===== src/rtl/trp_pkg.sv =====
`timescale 1ns / 1ps

package trp_pkg;

  // mode codes carried on the phase field
  localparam logic [1:0] PH_IDLE   = 2'd0;
  localparam logic [1:0] PH_RECORD = 2'd1;
  localparam logic [1:0] PH_PLAY   = 2'd2;

  // configuration register indexes
  localparam logic [1:0] CFG_BLINK_PERIOD     = 2'd0;
  localparam logic [1:0] CFG_INACTIVITY_LIMIT = 2'd1;
  localparam logic [1:0] CFG_MAX_EVENTS       = 2'd2;

  localparam int unsigned CFG_IDX_W   = 2;
  localparam int unsigned CFG_DATA_W  = 16;
  localparam int unsigned PERIOD_W    = 16;
  localparam int unsigned IDLE_W      = 16;
  localparam int unsigned MAX_EV_W    = 6;

  localparam logic [PERIOD_W-1:0] BLINK_PERIOD_RST     = 16'd67;
  localparam logic [IDLE_W-1:0]   INACTIVITY_LIMIT_RST = 16'd800;
  localparam logic [MAX_EV_W-1:0] MAX_EVENTS_RST       = 6'd20;
  localparam logic [IDLE_W-1:0]   IDLE_SAT             = 16'hFFFF;

  localparam int unsigned STORE_DEPTH_DEF = 32;
  localparam int unsigned COUNT_WIDTH_DEF = 16;

endpackage


===== src/rtl/trp_store.sv =====
`timescale 1ns / 1ps

module trp_store #(
  parameter int unsigned STORE_DEPTH = trp_pkg::STORE_DEPTH_DEF,
  parameter int unsigned COUNT_WIDTH = trp_pkg::COUNT_WIDTH_DEF,
  localparam int unsigned IDX_W = $clog2(STORE_DEPTH)
) (
  input  logic                   clk_i,
  input  logic                   wr_en_i,
  input  logic [IDX_W-1:0]       wr_addr_i,
  input  logic [COUNT_WIDTH-1:0] wr_data_i,
  input  logic [IDX_W-1:0]       rd_addr_i,
  output logic [COUNT_WIDTH-1:0] rd_data_o
);

  logic [COUNT_WIDTH-1:0] mem [STORE_DEPTH];
  logic [COUNT_WIDTH-1:0] rd_data_q;

  always_ff @(posedge clk_i) begin
    if (wr_en_i) begin
      mem[wr_addr_i] <= wr_data_i;
    end
    rd_data_q <= mem[rd_addr_i];
  end

  assign rd_data_o = rd_data_q;

endmodule


===== src/rtl/trp_core.sv =====
`timescale 1ns / 1ps

module trp_core #(
  parameter int unsigned STORE_DEPTH = trp_pkg::STORE_DEPTH_DEF,
  parameter int unsigned COUNT_WIDTH = trp_pkg::COUNT_WIDTH_DEF,
  localparam int unsigned IDX_W = $clog2(STORE_DEPTH)
) (
  input  logic                          clk_i,
  input  logic                          rst_ni,
  input  logic                          step_i,
  input  logic                          button_i,
  input  logic [trp_pkg::PERIOD_W-1:0]  blink_period_i,
  input  logic [trp_pkg::IDLE_W-1:0]    inactivity_limit_i,
  input  logic [trp_pkg::MAX_EV_W-1:0]  max_events_i,
  input  logic [COUNT_WIDTH-1:0]        rd_data_i,
  output logic [IDX_W-1:0]              rd_addr_o,
  output logic                          wr_en_o,
  output logic [IDX_W-1:0]              wr_addr_o,
  output logic [COUNT_WIDTH-1:0]        wr_data_o,
  output logic                          red_o,
  output logic                          green_o,
  output logic [1:0]                    phase_o
);

  localparam int unsigned CNT_W = $clog2(STORE_DEPTH + 1);
  localparam int unsigned LIM_W = (CNT_W > trp_pkg::MAX_EV_W) ? CNT_W : trp_pkg::MAX_EV_W;

  logic [1:0]                   phase_q, phase_d;
  logic [COUNT_WIDTH-1:0]       tick_q, tick_d, tick_inc;
  logic [trp_pkg::PERIOD_W-1:0] blink_q, blink_d, blink_dec, blink_nxt;
  logic [CNT_W-1:0]             event_q, event_d;
  logic [IDX_W-1:0]             play_q, play_d;
  logic [trp_pkg::IDLE_W-1:0]   idle_q, idle_d;
  logic                         prev_q, prev_d;
  logic                         red_q, red_d;
  logic                         green_q, green_d;

  logic             fall;
  logic             blink_hit;
  logic [LIM_W-1:0] limit;
  logic [LIM_W-1:0] max_ext;
  logic             exiting;
  logic             last_event;
  logic             match;
  logic             store_ok;

  assign fall      = prev_q & ~button_i;
  assign tick_inc  = tick_q + COUNT_WIDTH'(1);
  assign blink_dec = blink_q - trp_pkg::PERIOD_W'(1);
  assign blink_hit = (blink_dec == '0);
  // period of zero reloads zero, so the next decrement wraps
  assign blink_nxt = blink_hit ? blink_period_i : blink_dec;

  assign max_ext = LIM_W'(max_events_i);
  assign limit   = (max_ext < LIM_W'(STORE_DEPTH)) ? max_ext : LIM_W'(STORE_DEPTH);
  assign exiting = (idle_q >= inactivity_limit_i) || (LIM_W'(event_q) >= limit);

  assign last_event = (CNT_W'(play_q) + CNT_W'(1)) >= event_q;
  assign match      = (tick_inc == rd_data_i);
  assign store_ok   = event_q < CNT_W'(STORE_DEPTH);

  always_comb begin
    phase_d   = phase_q;
    tick_d    = tick_inc;
    blink_d   = blink_q;
    event_d   = event_q;
    play_d    = play_q;
    idle_d    = idle_q;
    prev_d    = prev_q;
    red_d     = red_q;
    green_d   = green_q;
    wr_en_o   = 1'b0;
    wr_addr_o = event_q[IDX_W-1:0];
    wr_data_o = tick_inc;

    case (phase_q)
      trp_pkg::PH_RECORD: begin
        blink_d = blink_nxt;
        if (blink_hit) begin
          red_d = ~red_q;
        end
        if (exiting) begin
          tick_d  = '0;
          play_d  = '0;
          green_d = 1'b0;
          phase_d = (event_q == '0) ? trp_pkg::PH_IDLE : trp_pkg::PH_PLAY;
        end
        if (idle_q != trp_pkg::IDLE_SAT) begin
          idle_d = idle_q + trp_pkg::IDLE_W'(1);
        end
        // a press on the exit tick is dropped
        if (fall && !exiting && store_ok) begin
          wr_en_o = step_i;
          event_d = event_q + CNT_W'(1);
          idle_d  = '0;
          tick_d  = '0;
          green_d = ~green_q;
        end
        prev_d = button_i;
      end
      trp_pkg::PH_PLAY: begin
        red_d = ~red_q;
        if (match) begin
          if (last_event) begin
            play_d  = '0;
            event_d = '0;
            green_d = 1'b0;
            phase_d = trp_pkg::PH_IDLE;
          end else begin
            green_d = ~green_q;
            play_d  = play_q + IDX_W'(1);
            tick_d  = '0;
          end
        end
      end
      default: begin
        phase_d = trp_pkg::PH_IDLE;
        blink_d = blink_nxt;
        if (blink_hit) begin
          red_d   = ~red_q;
          green_d = ~green_q;
        end
        if (fall) begin
          phase_d = trp_pkg::PH_RECORD;
          tick_d  = '0;
          idle_d  = '0;
        end
        prev_d = button_i;
      end
    endcase
  end

  always_ff @(posedge clk_i or negedge rst_ni) begin
    if (!rst_ni) begin
      phase_q <= trp_pkg::PH_IDLE;
      tick_q  <= '0;
      blink_q <= trp_pkg::BLINK_PERIOD_RST;
      event_q <= '0;
      play_q  <= '0;
      idle_q  <= '0;
      prev_q  <= 1'b0;
      red_q   <= 1'b0;
      green_q <= 1'b0;
    end else if (step_i) begin
      phase_q <= phase_d;
      tick_q  <= tick_d;
      blink_q <= blink_d;
      event_q <= event_d;
      play_q  <= play_d;
      idle_q  <= idle_d;
      prev_q  <= prev_d;
      red_q   <= red_d;
      green_q <= green_d;
    end
  end

  // prefetch the entry the next tick compares against
  assign rd_addr_o = step_i ? play_d : play_q;

  assign red_o   = red_d;
  assign green_o = green_d;
  assign phase_o = phase_d;

endmodule


===== src/rtl/tap_rhythm_record_playback_unit.sv =====
`timescale 1ns / 1ps

// tap rhythm recorder / player, one transfer per timer tick
//
// input channel: in_valid_i / in_stall_o with button_level_i (1 released,
// 0 pressed); each transfer is one tick
// output channel: out_valid_o / out_stall_i with red_led_o, green_led_o and
// phase_o (0 idle, 1 record, 2 playback), one result per tick
// config: cfg_we_i writes cfg_data_i into register cfg_index_i
// (0 blink period, 1 inactivity limit, 2 max events); write only while idle
//
// the result of a tick is on the output register in the cycle after its
// transfer; one tick is taken per cycle unless a full result is stalled
// the playback compare reads the interval store through a registered read
// port that is prefetched at the next play index, so no extra cycle is spent
//
// reset loads the blink counter and config with 67 and 67 / 800 / 20, clears
// the mode to idle, both LEDs and all other counters; the interval store is
// not cleared; while out_stall_i holds a full output register, in_stall_o is
// raised and the result stays put; an empty or draining one takes a tick
module tap_rhythm_record_playback_unit #(
  parameter int unsigned STORE_DEPTH = trp_pkg::STORE_DEPTH_DEF,
  parameter int unsigned COUNT_WIDTH = trp_pkg::COUNT_WIDTH_DEF
) (
  input  logic                            clk_i,
  input  logic                            rst_ni,
  input  logic                            in_valid_i,
  output logic                            in_stall_o,
  input  logic                            button_level_i,
  output logic                            out_valid_o,
  input  logic                            out_stall_i,
  output logic                            red_led_o,
  output logic                            green_led_o,
  output logic [1:0]                      phase_o,
  input  logic                            cfg_we_i,
  input  logic [trp_pkg::CFG_IDX_W-1:0]   cfg_index_i,
  input  logic [trp_pkg::CFG_DATA_W-1:0]  cfg_data_i
);

  localparam int unsigned IDX_W = $clog2(STORE_DEPTH);

  // configuration registers
  logic [trp_pkg::PERIOD_W-1:0] blink_period_q;
  logic [trp_pkg::IDLE_W-1:0]   inactivity_limit_q;
  logic [trp_pkg::MAX_EV_W-1:0] max_events_q;

  // output register
  logic       out_valid_q, out_valid_d;
  logic       red_q, green_q;
  logic [1:0] phase_q;

  // core / store hookup
  logic                   accept;
  logic                   red_nxt, green_nxt;
  logic [1:0]             phase_nxt;
  logic                   wr_en;
  logic [IDX_W-1:0]       wr_addr, rd_addr;
  logic [COUNT_WIDTH-1:0] wr_data, rd_data;

  always_ff @(posedge clk_i or negedge rst_ni) begin
    if (!rst_ni) begin
      blink_period_q     <= trp_pkg::BLINK_PERIOD_RST;
      inactivity_limit_q <= trp_pkg::INACTIVITY_LIMIT_RST;
      max_events_q       <= trp_pkg::MAX_EVENTS_RST;
    end else if (cfg_we_i) begin
      case (cfg_index_i)
        trp_pkg::CFG_BLINK_PERIOD:     blink_period_q     <= cfg_data_i;
        trp_pkg::CFG_INACTIVITY_LIMIT: inactivity_limit_q <= cfg_data_i;
        trp_pkg::CFG_MAX_EVENTS:       max_events_q       <= cfg_data_i[trp_pkg::MAX_EV_W-1:0];
        default: ;  // unused index, write dropped
      endcase
    end
  end

  // stall only when a finished result is still held by the receiver
  assign in_stall_o  = out_valid_q & out_stall_i;
  assign accept      = in_valid_i & ~in_stall_o;
  assign out_valid_d = accept | (out_valid_q & out_stall_i);

  trp_core #(
    .STORE_DEPTH (STORE_DEPTH),
    .COUNT_WIDTH (COUNT_WIDTH)
  ) u_core (
    .clk_i              (clk_i),
    .rst_ni             (rst_ni),
    .step_i             (accept),
    .button_i           (button_level_i),
    .blink_period_i     (blink_period_q),
    .inactivity_limit_i (inactivity_limit_q),
    .max_events_i       (max_events_q),
    .rd_data_i          (rd_data),
    .rd_addr_o          (rd_addr),
    .wr_en_o            (wr_en),
    .wr_addr_o          (wr_addr),
    .wr_data_o          (wr_data),
    .red_o              (red_nxt),
    .green_o            (green_nxt),
    .phase_o            (phase_nxt)
  );

  trp_store #(
    .STORE_DEPTH (STORE_DEPTH),
    .COUNT_WIDTH (COUNT_WIDTH)
  ) u_store (
    .clk_i     (clk_i),
    .wr_en_i   (wr_en),
    .wr_addr_i (wr_addr),
    .wr_data_i (wr_data),
    .rd_addr_i (rd_addr),
    .rd_data_o (rd_data)
  );

  always_ff @(posedge clk_i or negedge rst_ni) begin
    if (!rst_ni) begin
      out_valid_q <= 1'b0;
    end else begin
      out_valid_q <= out_valid_d;
    end
  end

  // payload loads only on a tick transfer, so a stalled result holds
  always_ff @(posedge clk_i) begin
    if (accept) begin
      red_q   <= red_nxt;
      green_q <= green_nxt;
      phase_q <= phase_nxt;
    end
  end

  assign out_valid_o = out_valid_q;
  assign red_led_o   = red_q;
  assign green_led_o = green_q;
  assign phase_o     = phase_q;

endmodule


===== config.mk =====
export PLATFORM = sky130hd
export DESIGN_NAME = tap_rhythm_record_playback_unit
export DESIGN_NICKNAME = d
export VERILOG_FILES = /design/src/rtl/trp_pkg.sv /design/src/rtl/trp_store.sv /design/src/rtl/trp_core.sv /design/src/rtl/tap_rhythm_record_playback_unit.sv
export SDC_FILE = /design/constraint.sdc
export NUM_CORES = 1
export LEC_CHECK = 0
export BUFFER_PORTS_ARGS = -buffer_cell sky130_fd_sc_hd__clkbuf_2
export CORE_ASPECT_RATIO = 1.2
export CORE_MARGIN = 10
export CORE_UTILIZATION = 30
export DETAILED_ROUTE_END_ITERATION = 10
export GPL_TIMING_DRIVEN = 0
export PLACE_DENSITY = 0.41
export SLEW_MARGIN = 25
export SYNTH_ARGS = -nofsm -noshare
export SYNTH_HDL_FRONTEND = slang
export SYNTH_HIERARCHICAL = 1
export SYNTH_SLANG_ARGS = --single-unit

===== constraint.sdc =====
create_clock -name clk_i -period 6 [get_ports clk_i]
set_input_delay 0.9 -clock clk_i [delete_from_list [all_inputs] [get_ports clk_i]]
set_output_delay 0.9 -clock clk_i [all_outputs]
set_load 0.01 [all_outputs]

==> results_dict.tcl, run 1 <==
set metrics [dict create \
    syn-instance-count 1883 \
    p_seq_frac 0.481 \
    timing.setup.critical_path_class "reg2reg" \
    layout.filler_cells 8666 \
    clockRootBuffer "sky130_fd_sc_hd__clkbuf_16" \
    worstPathRequired_ps 6470 \
    antenna-diode-count 0 \
    post-place-cells 3188 \
    tritoncts "done" \
    port_buffers 29 \
    finalSetupViolations 0 \
    ys_async_sr_fraction 0.162 \
    overflow 0 \
    cts.hold.buffers_added 0 \
    initial_util 0.303 \
    timing.max_slew.rel_slack 0.390 \
    drt_pre_antenna_iters 5 \
    drive_gt1_frac 0.185 \
    grt.met1_usage 0.179 \
    synth-warning-count 6 \
    grt_max_degree 78 \
    fin_crit_sh 0.949 \
    swShare 0.254 \
    place.gp.congestion 0.797 \
    numClockSinks 635 \
    power.internal_w 0.00823 \
    global_route_wire_length_before_repair_mm 114 \
    grt_setup_unrepaired "no" \
    num_vias 16230 \
    drv_slew 0 \
    grt_util_met3 0.0202 \
    residual_drc 0 \
    ys_ff_latch 635 \
    place_worst_setup_slack_ps -97.9 \
    design.final.nets 2097 \
    timing.hold.worst.class "in2async" \
    finalWirelength_mm 77.3 \
    floorplan.die_area_um2 104000 \
    antenna_violating_nets_post_route 0 \
    fp.dieW_um 297 \
    synthFlopType "sky130_fd_sc_hd__edfxtp_1" \
    p_clk_frac 0.403 \
    clock_path_buffers 3 \
    power.static_leakage_nw 10.7 \
    vdd_ir_drop_max_mv 0.190 \
    worst_pin_slew_ps 915 \
    synth_edf_count 516 \
    grt_util_met2 0.256 \
    initial_antenna_violation_count 1 \
    pin_count 30 \
    core_area_um2 91000 \
    postLayoutCoreUtil 0.359 \
    synth.net_count 1944 \
    switching_power_w 0.00281 \
    report.final.hold_viol_count 0 \
    critical_path.cell_chain "buf_2 -> nand4_1 -> nor4_4 -> o311ai_0 -> a2111oi_2 -> nand3_1 -> nor2_2 -> o211ai_1 -> a22o_1 -> buf_4 -> nand2b_1 -> clkbuf_1 -> buf_2 -> a21oi_1 -> a31oi_1 -> nand3_1" \
    crit_slowest_cell "sky130_fd_sc_hd__nor4_4" \
    synth.avg_cell_area_um2 14.6 \
    layout_setup_ws_ps 309 \
    synth_sequential_area_ratio 0.668 \
    die_h_um 352 \
    final.hold.worst_slack_ps 138 \
    path_buf_inv 4 \
    viasPerCell 4.89 \
    area.growth.synth_to_final_pct 18.5 \
    final-instance-count-excl-fill 3322 \
    finalWorstPathRequiredPeriod_ps 5690 \
    setup.worst_path.start_class "flip-flop" \
    worstSetupEndpointType "flip-flop" \
    skew_ps 48.1 \
    cts_made_buffers 74 \
    netlist_area_um2 27600 \
    achievable-frequency_ghz 0.176 \
    hpwl_reported_at_the_end_of_detailed_placement_mm 55.7 \
    total_power_density_per_cell_area_nw_per_um2 338 \
    worst-endpoint-arrival_ps 6170 \
    max_cap_viol_count 0 \
    global_route.usage.total 0.148 \
    routed_wire_length_per_instance_um 23.3 \
    synth.lib_cells_used.distinct 82 \
    floorplan.rows 121 \
    first_global_vias 16974 \
    power_frac_comb 0.115 \
    critPathMaxStageDelay_ps 680 \
    global_route.peak_usage_layer "met2" \
    clk_pin_slew_worst_paths_ps 60 \
    clkLatencyLatePin_ps 650 \
    run_status "complete, no violations" \
    htree_levels 3 \
    critical_path.top_delay_family "compound AO/OA/AOI/OAI gates" \
    path_max_fanout 10 \
    drt_iter0_drc 1012 \
]
[layout make-up]
type | count | area, um^2 | share of cell area
clock buffer | 88 | 1910 | 0.0586
sequential | 635 | 18400 | 0.564
multi-input combinational | 1094 | 8560 | 0.262
tap | 1230 | 1540 | 0.0471
buffer | 104 | 734 | 0.0225
timing repair buffer | 77 | 856 | 0.0262
inverter | 50 | 188 | 0.00575
clock inverter | 44 | 462 | 0.0141
[cell families after synthesis]
kind of cell / synth area share
fa+ha+maj: 0.0168
mux: 0.111
flops: 0.668
simple gates: 0.0743
xor+xnor: 0.0148
compound gates: 0.0816
buf+inv: 0.0335
[cells in the final DEF (no fill, tap or decap), types with 40 or more instances in the layout]
master	Yosys	routed
sky130_fd_sc_hd__nor2_1	81	49
sky130_fd_sc_hd__mux2_2	40	40
sky130_fd_sc_hd__dfrtp_1	92	92
sky130_fd_sc_hd__nand3_1	50	50
sky130_fd_sc_hd__a22oi_1	67	67
sky130_fd_sc_hd__mux2i_1	259	259
sky130_fd_sc_hd__nand2_1	90	88
sky130_fd_sc_hd__clkbuf_1	31	44
sky130_fd_sc_hd__clkbuf_16	0	74
sky130_fd_sc_hd__a21oi_1	73	73
sky130_fd_sc_hd__edfxtp_1	516	516
sky130_fd_sc_hd__inv_1	50	48
[through the flow]
stage	setup TNS, ps	instance area (um^2)	power, W
after floorplan	0	27600	0.00604
after global routing	0	32700	0.0115
final	0	32700	0.0110
after global placement	-23050	29200	0.00654
after CTS	0	32600	0.0112
after detailed placement	-440	30200	0.00670
[power groups by stage]
stage	combinational (W)	sequential [W]	clock, W
floorplan	0.000686	0.00536	0
global route	0.00142	0.00533	0.00475
global placement	0.00111	0.00543	0
detailed placement	0.00130	0.00540	0
finish	0.00127	0.00531	0.00445
CTS	0.00131	0.00531	0.00459
[flip-flops by register name, indices dropped and copies added (netlist names)]
| signal | cells |
|---|---|
| u_core/play_q | 5 |
| u_core/idle_q | 16 |
| u_core/event_q | 6 |
| u_core/tick_q | 16 |
| u_core/phase_q | 2 |
| u_store/rd_data_o | 16 |
| blink_period_q | 16 |
| out_valid_o | 1 |
| u_core/prev_q | 1 |
| u_core/green_q | 1 |
| green_led_o | 1 |
| inactivity_limit_q | 16 |
| max_events_q | 6 |
| u_core/blink_q | 16 |
| u_store/mem | 512 |
| phase_o | 2 |
| u_core/red_q | 1 |
| red_led_o | 1 |
[cell usage after synthesis (30+ instances only)]
cell type	count	area share
sky130_fd_sc_hd__a22o_1	36	0.011
sky130_fd_sc_hd__ha_1	37	0.017
sky130_fd_sc_hd__a21oi_1	73	0.013
sky130_fd_sc_hd__nand2_1	90	0.012
sky130_fd_sc_hd__nand3_1	50	0.0091
sky130_fd_sc_hd__nand4_1	33	0.0075
sky130_fd_sc_hd__mux2_2	40	0.016
sky130_fd_sc_hd__clkbuf_1	31	0.0042
sky130_fd_sc_hd__nor3_1	30	0.0054
sky130_fd_sc_hd__nor2_1	81	0.011
sky130_fd_sc_hd__a22oi_1	67	0.018
sky130_fd_sc_hd__dfrtp_1	92	0.084
sky130_fd_sc_hd__edfxtp_1	516	0.56
sky130_fd_sc_hd__inv_1	50	0.0068
sky130_fd_sc_hd__mux2i_1	259	0.094
[timing repair]
action | 4_1_cts | 5_1_grt
hold endpoints to repair | 0 | 0
cloned | 0 | 0
pin swaps | 0 | 1
setup buffers | 0 | 2
resized for setup | 2 | 6
endpoints found under the setup margin | 8 | 14
[path summary, 6_finish.rpt]
check	slack (ps)	endpoint	start	cells past startpoint
hold / removal	140	u_core/tick_q[10]	rst_ni	1
min in group clk_i	450	out_valid_o	in_valid_i	2
hold reg to reg	500	u_core/red_q	u_core/red_q	1
setup / recovery	310	u_store/rd_data_o[6]	u_core/tick_q[9]	16
max in group asynchronous	5110	inactivity_limit_q[8]	rst_ni	2
setup reg to reg	310	u_store/rd_data_o[6]	u_core/tick_q[9]	16
[routing by layer]
layer	vias to the layer above	wire, um
li1	7565	-
met1	8244	32400
met2	296	39400
met3	125	2450
met4	0	3090
met5	-	0
Note: power is estimated with default switching activity, not from simulation.
==> run 2: changes to the inputs <==
- MAX_ROUTING_LAYER: unset -> met4
==> run 2 against run 1 <==
Net effect: cell area hardly changed; clock skew hardly changed; global-route usage is 0.41 points higher; utilization hardly changed; largest power group unchanged; final cell count hardly changed; power hardly changed.
==> results_dict.tcl, run 2 (synthesized netlist as in run 1, its figures left out) <==
set metrics [dict create \
    floorplan.die_area_um2 104000 \
    p_total_w 0.0110 \
    drv_slew 0 \
    htree_levels 3 \
    drt_iter0_drc 999 \
    final-instance-count-excl-fill 3323 \
    clkLatencyLatePin_ps 640 \
    grt_max_degree 78 \
    largest_register "u_store/mem" \
    timing.max_slew.rel_slack 0.387 \
    grt.met1_usage 0.179 \
    cts_made_buffers 74 \
    tritoncts "done" \
    global_route.usage.total 0.152 \
    layout.filler_cells 8665 \
    multiInputGateArea_um2 8560 \
    cts.hold.buffers_added 0 \
    grt_util_met2 0.256 \
    clock_path_buffers 3 \
    fp.dieW_um 297 \
    drive_gt1_frac 0.185 \
    largest_register_ff_count 512 \
    layout.cells.most_common "sky130_fd_sc_hd__edfxtp_1" \
    global_route_wire_length_before_repair_mm 114 \
    die_h_um 352 \
    timing.setup.critical_path_class "reg2reg" \
    core_area_um2 91000 \
    place.gp.congestion 0.809 \
    overflow 0 \
    initial_antenna_violation_count 1 \
    report.final.hold_viol_count 0 \
    pin_count 30 \
    routed_wire_length_per_instance_um 23.3 \
    numClockSinks 635 \
    initial_util 0.303 \
    finalWorstPathRequiredPeriod_ps 5710 \
    hpwl_reported_at_the_end_of_detailed_placement_mm 55.7 \
    skew_ps 48.5 \
    path_max_fanout 10 \
    max_cap_viol_count 0 \
    antenna_violating_nets_post_route 0 \
    worstPathRequired_ps 6470 \
    num_vias 16279 \
    first_global_vias 16978 \
    port_buffers 29 \
    fin_crit_sh 0.952 \
    total_power_density_per_cell_area_nw_per_um2 338 \
    register_area_um2 18400 \
    power.static_leakage_nw 10.7 \
    floorplan.rows 121 \
    timing.hold.worst.class "in2async" \
    viasPerCell 4.90 \
    final_cell_mix "sky130_fd_sc_hd__edfxtp_1, sky130_fd_sc_hd__mux2i_1, sky130_fd_sc_hd__dfrtp_1" \
    global_route.peak_usage_layer "met2" \
    vdd_ir_drop_max_mv 0.190 \
    grt_util_met3 0.0199 \
    setup.worst_path.start_class "flip-flop" \
    clockRootBuffer "sky130_fd_sc_hd__clkbuf_16" \
    area.growth.synth_to_final_pct 18.5 \
    grt_setup_unrepaired "no" \
    run_status "complete, no violations" \
    finalWirelength_mm 77.3 \
    clk_pin_slew_worst_paths_ps 60 \
    design.final.nets 2097 \
    worst_pin_slew_ps 919 \
    finalSetupViolations 0 \
    residual_drc 0 \
    achievable-frequency_ghz 0.175 \
    worstSetupEndpointType "flip-flop" \
    post-place-cells 3188 \
    worst-endpoint-arrival_ps 6180 \
    drt_pre_antenna_iters 5 \
]
run 2: final timing paths:
path | startpoint | endpoint | slack (ps) | depth (start not counted)
hold reg to reg | u_core/red_q | u_core/red_q | 500 | 1
min in group clk_i | in_valid_i | out_valid_o | 460 | 2
max in group asynchronous | rst_ni | inactivity_limit_q[8] | 5100 | 2
hold / removal | rst_ni | u_core/tick_q[10] | 140 | 1
setup reg to reg | u_core/tick_q[9] | u_store/rd_data_o[6] | 290 | 16
setup / recovery | u_core/tick_q[9] | u_store/rd_data_o[6] | 290 | 16
run 2: cell type report:
cell class	instances	area share
repair buffers	77	0.0262
diodes	1	0.0000766
flip-flops and latches	635	0.564
clock inverters	44	0.0141
clock buffers	88	0.0586
inverters	50	0.00575
multi-input cells	1094	0.262
well taps	1230	0.0471
plain buffers	104	0.0225
run 2: repair_timing:
action | CTS | global route
endpoints found under the setup margin | 8 | 14
pin swaps | 0 | 1
buffers inserted | 0 | 2
gates resized for setup | 2 | 6
run 2: metrics by stage:
| stage | area (um^2) | hold slack, ps | setup TNS, ps | utilization | setup WS [ps] |
|---|---|---|---|---|---|
| finish | 32700 | 143 | 0 | 0.359 | 287 |
| global route | 32700 | 143 | 0 | 0.359 | 14.8 |
| CTS | 32600 | 109 | 0 | 0.358 | 90.2 |
| detailed placement | 30200 | 489 | -440 | 0.332 | -97.9 |
| global placement | 29200 | 484 | -23050 | 0.321 | -1540 |
| floorplan | 27600 | 453 | 0 | - | 1650 |
run 2: critical path, cell delays in order (launching register included):
cell and delay (ps):
sky130_fd_sc_hd__dfrtp_1 310, sky130_fd_sc_hd__buf_2 220, sky130_fd_sc_hd__nand4_1 440, sky130_fd_sc_hd__nor4_4 690, sky130_fd_sc_hd__o311ai_0 260, sky130_fd_sc_hd__a2111oi_2 490
sky130_fd_sc_hd__nand3_1 290, sky130_fd_sc_hd__nor2_2 300, sky130_fd_sc_hd__o211ai_1 250, sky130_fd_sc_hd__a22o_1 350, sky130_fd_sc_hd__buf_4 190, sky130_fd_sc_hd__nand2b_1 100
sky130_fd_sc_hd__clkbuf_1 400, sky130_fd_sc_hd__buf_2 360, sky130_fd_sc_hd__a21oi_1 90, sky130_fd_sc_hd__a31oi_1 570, sky130_fd_sc_hd__nand3_1 210
run 2: metal layers:
layer | vias up | wire, um
li1 | 7570 | -
met1 | 8288 | 32400
met2 | 297 | 39400
met3 | 124 | 2470
met4 | 0 | 3030
met5 | - | 0
run 2: report_power, final:
group / switching, W / total (W) / internal [W]
Sequential: 0.000141 / 0.00531 / 0.00517
Clock: 0.00182 / 0.00445 / 0.00263
Combinational: 0.000845 / 0.00128 / 0.000430
==> run 3: changes to the inputs <==
- CELL_PAD_IN_SITES_DETAIL_PLACEMENT: unset -> 1
- CELL_PAD_IN_SITES_GLOBAL_PLACEMENT: unset -> 1
- PLACE_DENSITY: 0.41 -> 0.47
==> run 3 against run 2 <==
Net effect: clock power shrank 4%; register-to-register slack lost 60 ps; cell area is essentially flat; utilization is essentially flat; sequential cell count is the same; sequential share of layout area is essentially flat; routed wire length grew 8.3%.
==> results_dict.tcl, run 3 (synthesized netlist as in run 1, its figures left out) <==
set metrics [dict create \
    worstPathRequired_ps 6430 \
    clockRootBuffer "sky130_fd_sc_hd__clkbuf_16" \
    core_area_um2 91000 \
    num_vias 16473 \
    first_global_vias 17734 \
    timing.reg2reg.worst_path_depth 17 \
    clkLatencyLatePin_ps 630 \
    fp.dieW_um 297 \
    worst-endpoint-arrival_ps 6200 \
    path_max_fanout 10 \
    initial_antenna_violation_count 3 \
    register_area_um2 18400 \
    routed_wire_length_per_instance_um 25.2 \
    skew_ps 28.4 \
    run_status "complete, no violations" \
    drt_iter0_drc 1092 \
    totalNegativeSetupSlack_ps 0 \
    port_buffers 29 \
    global_route_wire_length_before_repair_mm 122 \
    pin_count 30 \
    finalWorstPathRequiredPeriod_ps 5770 \
    setup.worst_path.start_class "flip-flop" \
    layout.filler_cells 9348 \
    place.gp.congestion 0.799 \
    final-instance-count-excl-fill 3329 \
    multiInputGateArea_um2 8530 \
    total_power_density_per_cell_area_nw_per_um2 335 \
    drive_gt1_frac 0.187 \
    clk_pin_slew_worst_paths_ps 60 \
    grt_max_degree 70 \
    area.growth.synth_to_final_pct 18.5 \
    die_h_um 352 \
    timing.max_slew.rel_slack 0.330 \
    achievable-frequency_ghz 0.173 \
    final_cell_mix "sky130_fd_sc_hd__edfxtp_1, sky130_fd_sc_hd__mux2i_1, sky130_fd_sc_hd__dfrtp_1" \
    floorplan.die_area_um2 104000 \
    residual_drc 0 \
    tritoncts "done" \
    design.final.nets 2104 \
    layout_setup_ws_ps 231 \
    overflow 0 \
    timing.reg2reg.setup_slack_ps 230 \
    antenna_violating_nets_post_route 0 \
    grt_setup_unrepaired "no" \
    global_route.usage.total 0.164 \
    cts.hold.buffers_added 0 \
    finalSetupViolations 0 \
    floorplan.rows 121 \
    layout.cells.most_common "sky130_fd_sc_hd__edfxtp_1" \
    power.static_leakage_nw 10.7 \
    initial_util 0.303 \
    place_worst_setup_slack_ps -280 \
    post-place-cells 3196 \
    largest_register_ff_count 512 \
    max_cap_viol_count 0 \
    htree_levels 3 \
    timing.setup.critical_path_class "reg2reg" \
    fin_crit_sh 0.961 \
    largest_register "u_store/mem" \
    timing.hold.worst.class "in2async" \
    report.final.hold_viol_count 0 \
    vdd_ir_drop_max_mv 0.233 \
    drv_slew 0 \
    cts_made_buffers 73 \
    worst_pin_slew_ps 989 \
    numClockSinks 635 \
    viasPerCell 4.95 \
    drt_pre_antenna_iters 5 \
    antenna-diode-count 0 \
    hpwl_reported_at_the_end_of_detailed_placement_mm 61.1 \
    clock_path_buffers 3 \
    worstSetupEndpointType "flip-flop" \
    finalWirelength_mm 83.7 \
]
-- run 3: final timing paths --
check                                  startpoint                endpoint
min reg2reg                inactivity_limit_q[10]  inactivity_limit_q[10]
max in group asynchronous                  rst_ni       u_core/blink_q[0]
min                                        rst_ni   inactivity_limit_q[7]
max                              u_core/tick_q[0]    u_store/rd_data_o[6]
min in group clk_i                     in_valid_i             out_valid_o
max reg2reg                      u_core/tick_q[0]    u_store/rd_data_o[6]
-- run 3: area by class of cell --
class,instances,area share
sequential,635,0.564
multi-input combinational,1094,0.261
clock buffer,95,0.0607
tap,1230,0.0471
timing repair buffer,85,0.0304
buffer,104,0.0226
clock inverter,36,0.00816
inverter,50,0.00575
-- run 3: power by group --
part / switching (W) / internal (W)
registers: 0.000157 / 0.00517
clock network: 0.00179 / 0.00246
logic: 0.000908 / 0.000465
total: 0.00286 / 0.00809
-- run 3: per-stage QoR --
stage / cell area, um^2 / utilization / hold WS [ps] / power [W]
6_report: 32600 / 0.359 / 199 / 0.0109
3_5_place_dp: 30300 / 0.333 / 491 / 0.00681
3_3_place_gp: 29200 / 0.321 / 484 / 0.00659
4_1_cts: 32600 / 0.358 / 171 / 0.0111
5_1_grt: 32600 / 0.359 / 202 / 0.0114
2_1_floorplan: 27600 / - / 453 / 0.00604
-- run 3: critical path: stages, from the launching register on --
cell and delay, ps:
sky130_fd_sc_hd__dfrtp_1 530, sky130_fd_sc_hd__ha_2 340, sky130_fd_sc_hd__nand3_2 280, sky130_fd_sc_hd__or2_1 310, sky130_fd_sc_hd__clkbuf_1 230, sky130_fd_sc_hd__or3_1 470, sky130_fd_sc_hd__a2111oi_2 360, sky130_fd_sc_hd__nand3_1 260
sky130_fd_sc_hd__nor2_2 300, sky130_fd_sc_hd__a21oi_1 130, sky130_fd_sc_hd__o2bb2ai_2 510, sky130_fd_sc_hd__nor2b_1 200, sky130_fd_sc_hd__buf_4 200, sky130_fd_sc_hd__buf_2 290, sky130_fd_sc_hd__a22o_1 250, sky130_fd_sc_hd__nor3_2 110
sky130_fd_sc_hd__a31oi_1 500, sky130_fd_sc_hd__nand3_1 270
-- run 3: metal layers --
metal,wire length [um],up-vias,part of all wire,global-route usage
met5,0,-,0,-
met4,3140,0,0.037,0.0677
met3,2880,131,0.034,0.0209
met2,44200,305,0.53,0.289
met1,33500,8454,0.40,0.184
li1,-,7583,-,-
-- run 3: timing repair --
action                                  4_1_cts  5_1_grt
resized for setup                             2        6
endpoints found under the setup margin       15       15
setup buffers                                 0        2
pin swaps                                     0        1
